===== src/hdl/cdow_pkg.sv =====
package cdow_pkg;

  localparam int unsigned YEAR_MIN     = 1;
  localparam int unsigned YEAR_MAX     = 9999;
  localparam int unsigned DIV100_MUL   = 5243;
  localparam int unsigned DIV100_SHIFT = 19;

  localparam logic       REQ_ADD = 1'b0;
  localparam logic       REQ_SUB = 1'b1;

  typedef struct packed {
    logic        req_type;
    logic [4:0]  start_day;
    logic [3:0]  start_month;
    logic [13:0] start_year;
    logic [7:0]  day_count;
  } req_t;

  typedef struct packed {
    logic [4:0]  result_day;
    logic [3:0]  result_month;
    logic [13:0] result_year;
    logic [2:0]  weekday;
    logic        year_out_of_range;
  } rsp_t;

  typedef enum logic [2:0] {
    ST_IDLE,
    ST_DIVIDE,
    ST_REMAIN,
    ST_CLAMP,
    ST_STEP,
    ST_FIX,
    ST_WEEK,
    ST_REDUCE
  } state_t;

  function automatic logic cdow_leap(input logic [6:0] cent, input logic [6:0] yy);
    logic leap;
    leap = ((yy[1:0] == 2'd0) && (yy != 7'd0)) || ((yy == 7'd0) && (cent[1:0] == 2'd0));
    return leap;
  endfunction

  function automatic logic [4:0] cdow_month_len(input logic [3:0] month, input logic leap);
    logic [4:0] len;
    unique case (month)
      4'd2:                      len = leap ? 5'd29 : 5'd28;
      4'd4, 4'd6, 4'd9, 4'd11:   len = 5'd30;
      default:                   len = 5'd31;
    endcase
    return len;
  endfunction

  // floor(13 * (m + 1) / 5), January and February counted as months 13 and 14
  function automatic logic [5:0] cdow_month_term(input logic [3:0] month);
    logic [5:0] term;
    unique case (month)
      4'd1:    term = 6'd36;
      4'd2:    term = 6'd39;
      4'd3:    term = 6'd10;
      4'd4:    term = 6'd13;
      4'd5:    term = 6'd15;
      4'd6:    term = 6'd18;
      4'd7:    term = 6'd20;
      4'd8:    term = 6'd23;
      4'd9:    term = 6'd26;
      4'd10:   term = 6'd28;
      4'd11:   term = 6'd31;
      default: term = 6'd33;
    endcase
    return term;
  endfunction

  function automatic logic [2:0] cdow_mod7(input logic [9:0] x);
    logic [4:0] s1;
    logic [3:0] s2;
    logic [3:0] r;
    s1 = 5'({2'b0, x[2:0]}) + 5'({2'b0, x[5:3]}) + 5'({2'b0, x[8:6]}) + 5'({4'b0, x[9]});
    s2 = 4'({1'b0, s1[2:0]}) + 4'({2'b0, s1[4:3]});
    r  = (s2 >= 4'd7) ? (s2 - 4'd7) : s2;
    return r[2:0];
  endfunction

endpackage


===== src/hdl/calendar_date_offset_weekday_top.sv =====
// Gregorian date offset with weekday.
// Request channel: drive req and raise start; the request is taken at a clock
// edge where start is high and busy is low. busy stays high until the result
// is out. Result channel: done pulses for one cycle with rsp valid in that
// cycle; the receiver must take it then, there is no back-pressure.
// The shared subtractor takes one month step a cycle; the year is split into
// century and year-of-century by a reciprocal multiply (ST_DIVIDE) and a
// remainder subtraction (ST_REMAIN), and the weekday sum and its reduction
// modulo 7 are done in separate states, ST_WEEK and ST_REDUCE. A new
// request may start in the cycle done is high.
// Out-of-range input fields are pulled into range; a year outside 1..9999,
// before or after the step, clamps the date and sets year_out_of_range.
// Reset (rst, synchronous, active high) returns the sequencer to idle and
// clears done; a request in progress is dropped.
module calendar_date_offset_weekday_top
  import cdow_pkg::*;
(
  input  logic clk,
  input  logic rst,
  input  logic start,
  input  req_t req,
  output logic busy,
  output logic done,
  output rsp_t rsp
);

  state_t      state, state_next;
  logic        sub, sub_next;
  logic [8:0]  day, day_next;
  logic [3:0]  month, month_next;
  logic [13:0] year, year_next;
  logic [6:0]  cent, cent_next;
  logic [6:0]  yy, yy_next;
  logic [7:0]  count, count_next;
  logic        flag, flag_next;
  logic [9:0]  wsum, wsum_next;
  logic        done_next;
  rsp_t        rsp_reg, rsp_next;

  logic [8:0]  op_a, op_b;
  logic [9:0]  diff;

  logic        cur_leap;
  logic [4:0]  cur_len;
  logic [3:0]  dec_month;
  logic [13:0] dec_year;
  logic [6:0]  dec_cent, dec_yy;
  logic [4:0]  dec_len;
  logic [26:0] prod;
  logic [13:0] cent_x100;
  logic [6:0]  zk, zj;
  logic [3:0]  in_month;
  logic [13:0] in_year;

  assign diff = {1'b0, op_a} - {1'b0, op_b};

  always_ff @(posedge clk) begin
    if (rst) begin
      state <= ST_IDLE;
      done  <= 1'b0;
    end else begin
      state <= state_next;
      done  <= done_next;
    end
  end

  always_ff @(posedge clk) begin
    sub     <= sub_next;
    day     <= day_next;
    month   <= month_next;
    year    <= year_next;
    cent    <= cent_next;
    yy      <= yy_next;
    count   <= count_next;
    flag    <= flag_next;
    wsum    <= wsum_next;
    rsp_reg <= rsp_next;
  end

  always_comb begin
    state_next = state;
    sub_next   = sub;
    day_next   = day;
    month_next = month;
    year_next  = year;
    cent_next  = cent;
    yy_next    = yy;
    count_next = count;
    flag_next  = flag;
    wsum_next  = wsum;
    rsp_next   = rsp_reg;
    done_next  = 1'b0;
    op_a       = day;
    op_b       = 9'd0;

    cur_leap  = cdow_leap(cent, yy);
    cur_len   = cdow_month_len(month, cur_leap);
    dec_month = (month == 4'd1) ? 4'd12 : (month - 4'd1);
    dec_year  = (month == 4'd1) ? (year - 14'd1) : year;
    dec_yy    = yy;
    dec_cent  = cent;
    if (month == 4'd1) begin
      dec_yy   = (yy == 7'd0) ? 7'd99 : (yy - 7'd1);
      dec_cent = (yy == 7'd0) ? (cent - 7'd1) : cent;
    end
    dec_len   = cdow_month_len(dec_month, cdow_leap(dec_cent, dec_yy));
    prod      = 27'(year) * 27'(DIV100_MUL);
    cent_x100 = 14'({7'd0, cent} * 14'd100);

    zk = yy;
    zj = cent;
    if (month < 4'd3) begin
      zk = (yy == 7'd0) ? 7'd99 : (yy - 7'd1);
      zj = (yy == 7'd0) ? (cent - 7'd1) : cent;
    end

    in_month = req.start_month;
    if (in_month == 4'd0) in_month = 4'd1;
    if (in_month > 4'd12) in_month = 4'd12;
    in_year = req.start_year;
    if (in_year < 14'(YEAR_MIN)) in_year = 14'(YEAR_MIN);
    if (in_year > 14'(YEAR_MAX)) in_year = 14'(YEAR_MAX);

    unique case (state)
      ST_IDLE: begin
        if (start) begin
          sub_next   = req.req_type;
          day_next   = (req.start_day == 5'd0) ? 9'd1 : {4'd0, req.start_day};
          month_next = in_month;
          year_next  = in_year;
          count_next = req.day_count;
          flag_next  = (req.start_year < 14'(YEAR_MIN)) || (req.start_year > 14'(YEAR_MAX));
          state_next = ST_DIVIDE;
        end
      end
      ST_DIVIDE: begin
        cent_next  = prod[DIV100_SHIFT +: 7];
        state_next = ST_REMAIN;
      end
      ST_REMAIN: begin
        yy_next    = 7'(year - cent_x100);
        state_next = ST_CLAMP;
      end
      ST_CLAMP: begin
        if (day > {4'd0, cur_len}) day_next = {4'd0, cur_len};
        if (sub == REQ_ADD) begin
          day_next   = ((day > {4'd0, cur_len}) ? {4'd0, cur_len} : day) + {1'b0, count};
          count_next = 8'd0;
        end
        state_next = ST_STEP;
      end
      ST_STEP: begin
        if (sub == REQ_ADD) begin
          op_a = day;
          op_b = {4'd0, cur_len};
          if (diff[9] || (diff == 10'd0)) begin
            state_next = ST_FIX;
          end else begin
            day_next = diff[8:0];
            if (month == 4'd12) begin
              month_next = 4'd1;
              year_next  = year + 14'd1;
              yy_next    = (yy == 7'd99) ? 7'd0 : (yy + 7'd1);
              cent_next  = (yy == 7'd99) ? (cent + 7'd1) : cent;
            end else begin
              month_next = month + 4'd1;
            end
          end
        end else begin
          op_a = {1'b0, count};
          op_b = day;
          if (diff[9]) begin
            state_next = ST_FIX;
          end else begin
            count_next = diff[7:0];
            month_next = dec_month;
            year_next  = dec_year;
            yy_next    = dec_yy;
            cent_next  = dec_cent;
            day_next   = {4'd0, dec_len};
          end
        end
      end
      ST_FIX: begin
        op_a     = day;
        op_b     = {1'b0, count};
        day_next = diff[8:0];
        if (year > 14'(YEAR_MAX)) begin
          year_next  = 14'(YEAR_MAX);
          month_next = 4'd12;
          day_next   = 9'd31;
          cent_next  = 7'd99;
          yy_next    = 7'd99;
          flag_next  = 1'b1;
        end else if (year < 14'(YEAR_MIN)) begin
          year_next  = 14'(YEAR_MIN);
          month_next = 4'd1;
          day_next   = 9'd1;
          cent_next  = 7'd0;
          yy_next    = 7'd1;
          flag_next  = 1'b1;
        end
        state_next = ST_WEEK;
      end
      ST_WEEK: begin
        wsum_next = 10'({5'd0, day[4:0]}) + 10'({4'd0, cdow_month_term(month)})
                  + 10'({3'd0, zk}) + 10'({5'd0, zk[6:2]}) + 10'({5'd0, zj[6:2]})
                  + 10'({1'b0, zj, 2'b00}) + 10'({3'd0, zj});
        state_next = ST_REDUCE;
      end
      ST_REDUCE: begin
        rsp_next.result_day        = day[4:0];
        rsp_next.result_month      = month;
        rsp_next.result_year       = year;
        rsp_next.weekday           = cdow_mod7(wsum);
        rsp_next.year_out_of_range = flag;
        done_next                  = 1'b1;
        state_next                 = ST_IDLE;
      end
      default: state_next = ST_IDLE;
    endcase
  end

  assign busy = (state != ST_IDLE);
  assign rsp  = rsp_reg;

endmodule


===== config.mk =====
export PLATFORM = sky130hd
export DESIGN_NAME = calendar_date_offset_weekday_top
export DESIGN_NICKNAME = d
export VERILOG_FILES = /design/src/hdl/cdow_pkg.sv /design/src/hdl/calendar_date_offset_weekday_top.sv
export SDC_FILE = /design/constraint.sdc
export NUM_CORES = 1
export LEC_CHECK = 0
export ABC_AREA = 1
export ABC_CLOCK_PERIOD_IN_PS = 7700
export BUFFER_PORTS_ARGS = -buffer_cell sky130_fd_sc_hd__buf_2
export CAP_MARGIN = 15
export CORE_MARGIN = 1.5
export CORE_UTILIZATION = 59
export DETAILED_ROUTE_END_ITERATION = 16
export PLACE_DENSITY = 0.87
export SYNTH_ARGS = -nofsm -noshare
export SYNTH_HDL_FRONTEND = slang
export SYNTH_SLANG_ARGS = --single-unit

===== constraint.sdc =====
create_clock -name clk -period 7.7 [get_ports clk]
set_clock_uncertainty 0.1 [all_clocks]
set_input_delay 1.155 -clock clk [delete_from_list [all_inputs] [get_ports clk]]
set_output_delay 1.155 -clock clk [all_outputs]
set_load 0.01 [all_outputs]

==> results.txt <==
----------------------------------------------------
[Synth]
  Mapped Area ... 12200 um2
  Proportion of netlist area held by the largest area contributor ... between 20% and 30%
  Share of flip-flops with an asynchronous set or reset ... 0%
  Synth top cells by count ... inv_1, nand2_1, ha_1
  Most common cell in the netlist ... inv_1
  Number of flops mapped to enable cells by yosys ... 88
  Most area-hungry cell type in the Yosys netlist ... edfxtp_1
  Area contributors post-synth ... edfxtp_1, ha_1, fa_1
  Cell variety after synth ... 60
  Post-synthesis area per instance ... 8.40 um2
  Synthesized instance count ... roughly 1500
  Register area share after synthesis ... around a quarter
  Flip-flop and latch count after synthesis ... 98
  Most common flop cell mapped by yosys ... edfxtp_1
  Warning count from the yosys run ... 0

[Place]
  Instance area at placement ... between 10000 and 15000 um2
  Final estimated routing congestion in global placement ... 0.971
  Number of buffer cells added on primary ports ... 63
  Placed wire-length estimate ... around 25 mm

[Run status]
  Status ... finished, final reports clean

[Timing]
  Setup tns final ... 0 ns
  Relative max-transition margin ... a little under a quarter
  Transition time of the tightest slew-check pin ... 1.14 ns
  Setup repair after global routing missed its margin ... false
  Clock period minus worst slack ... about 6 ns
  Finish-stage setup viols ... 0
  Share of the cycle needed by the critical path after routing ... 80.2%
  Number of hold violations in the final report ... 0
  Highest clock frequency the design can meet ... 162 MHz
  Final-report max-slew violation count ... 0

[Cells and area]
  Net count of the finished layout ... roughly 1800
  Register area ... 2840 um2
  Max FFs per register ... 27
  Area used by multi-input combinational logic ... 8210 um2
  Filler cell count in the final layout ... 1696
  Final Cell Area ... ~13000 um2
  Synthesis-to-finish area growth ... 7.08%
  Proportion of layout cells with a drive suffix above 1 ... 9.37%
  Antenna cells ... 0

[Drt]
  Routed Wire Length ... 31.3 mm
  DRC marker count from the first detailed-route iteration ... around 1100
  Vias ... 10300
  DRC Markers ... 0
  WL/cell ... 17.5 um
  Number of detailed-routing iterations run before antenna repair ... 6
  Number of vias per cell after detailed routing ... just under 6
  DRT antenna net count ... 0

[Floorplanning]
  Die Footprint ... roughly 22000 um2
  Core area ... 20300 um2
  Die X-Extent ... 147 um
  Total number of placement rows ... 52
  Initial Util ... 60.2%
  Die Height ... 147 um
  Top-level port count ... 64

[Global route]
  Antenna violations before repair ... 0
  Met3 GRT Util ... 4.72%
  Layer carrying the most global-route usage ... met2
  Global-route wire length before repair ... 51.0 mm
  Met1 layer usage reported by global route ... around two fifths
  Global routing met2 resource utilization ... 48.5%
  Total overflow reported by the global router ... 0
  Largest net degree at the start of global routing ... 33
  GRT Util Overall ... ~30%
  Number of global-route vias before repair ... between 10000 and 15000

[CTS]
  Post-CTS setup-driven buffer insertion count ... 0
  Total CTS buffers ... 9
  H-tree levels ... 3
  Skew-Pair Late Insertion Delay ... 0.36 ns
  CTS tree ... done
  Cts-stage hold buffer count ... 0
  Worst-path clk slew ... ~0.07 ns
  CTS resizes ... 0
  Number of buffers on the longest clock path ... 2
  Clock tree root driver cell ... clkbuf_16
  Clock Sink Count ... 98

[Worst hold path]
  Type of the most critical hold path ... reg -> reg

[Setup path]
  Kind of capture point of the worst setup path ... flip-flop
  Type of origin of the critical path ... flip-flop
  Arrival time of the worst setup path ... 6.18 ns
  Startpoint-to-endpoint class of the critical path ... reg -> reg
  Largest driver fanout on the critical path ... 16
  Data required, critical path ... roughly 7.7 ns

[Job]
  Number of max-cap violations ... 0

----------------------------------------------------
-- critical path, stage by stage, from the launching register on --
cell and delay [ns]:
edfxtp_1 0.54, nor2_1 0.22, inv_1 0.09, nor2_1 0.61, inv_1 0.35, o21ai_0 0.45, inv_1 0.11, fa_1 0.52
inv_1 0.06, fa_1 0.50, fa_1 0.51, fa_1 0.52, ha_1 0.15, inv_1 0.06, fa_1 0.40, o21ai_0 0.30
nand2_1 0.08, a21oi_1 0.13, nor2_1 0.06, xor2_1 0.13
-- area by class of cell --
class                           instances  share of cell area, %
Sequential cell                        98                   21.7
Clock inverter                          6                  0.354
Multi-Input combinational cell       1047                   62.7
Inverter                              288                   8.26
Timing Repair Buffer                   66                   2.61
Clock buffer                           10                   1.75
Tap cell                              270                   2.58
-- layer usage --
metal | wire length, um | part of all wire (%)
met1 | 13000 | 42
met2 | 14700 | 47
met3 | 2590 | 8.3
met4 | 1000 | 3.2
met5 | 0 | 0
-- cell families (layout without fill, tap and decap cells) --
group,after synthesis,in the layout,synth area share (%)
AOI/OAI and AO/OA,243,243,11.4
xor gates and xnor gates,40,40,2.87
adders and majority gates,281,281,34.7
buffers and inverters,312,370,9.73
DFF,98,98,23.3
muxes,1,1,0.0921
other,1,3,0.0307
and+or+nand+nor,479,479,17.9
-- cell usage in the layout, fill, tap and decap left out, types with 4 or more instances in the layout --
master     Yosys  routed
o21ai_1        4       4
o21bai_1       5       5
nand2_1      245     245
xnor2_1       12      12
inv_2         10      10
clkbuf_16      0       9
nand2_2        5       5
dfxtp_1       10      10
or2_2          9       9
o21ai_0      119     119
inv_1        278     278
nand4_1       14      14
o221ai_1       5       5
xor2_1        28      28
a21oi_1       62      62
edfxtp_1      88      88
o22ai_1        7       7
fa_1          97      97
nor3_1        16      16
buf_2          6      63
nor2_2         9       9
nor4_1         9       9
a31oi_1        4       4
ha_1         184     184
nand3_1       69      69
nor2_1        78      77
nor3_2         4       4
nor2_4         4       5
o211ai_1       9       9
-- per-stage QoR --
stage          hold slack (ns)  utilization [%]  instances  setup WS [ns]
6_report                 0.390             64.5       1785           1.53
5_1_grt                  0.404             64.5       1785           1.06
4_1_cts                  0.391             64.4       1784           1.55
3_5_place_dp             0.373             63.1       1768           1.58
3_3_place_gp             0.362             63.1       1768           1.74
2_1_floorplan            0.300                -       1457           2.35
-- worst paths after layout --
kind | slack [ns] | cells after the start | from | to
min reg2reg | 0.39 | 0 | day[3]$_DFFE_PP_ | rsp[25]$_DFFE_PP_
min | 0.39 | 0 | day[3]$_DFFE_PP_ | rsp[25]$_DFFE_PP_
max | 1.53 | 19 | month[2]$_DFFE_PN_ | wsum[9]$_DFFE_PP_
max reg2reg | 1.53 | 19 | month[2]$_DFFE_PN_ | wsum[9]$_DFFE_PP_
Power is not shown: default switching activity piles up to over one toggle a cycle in this logic, so the estimate is an artifact.
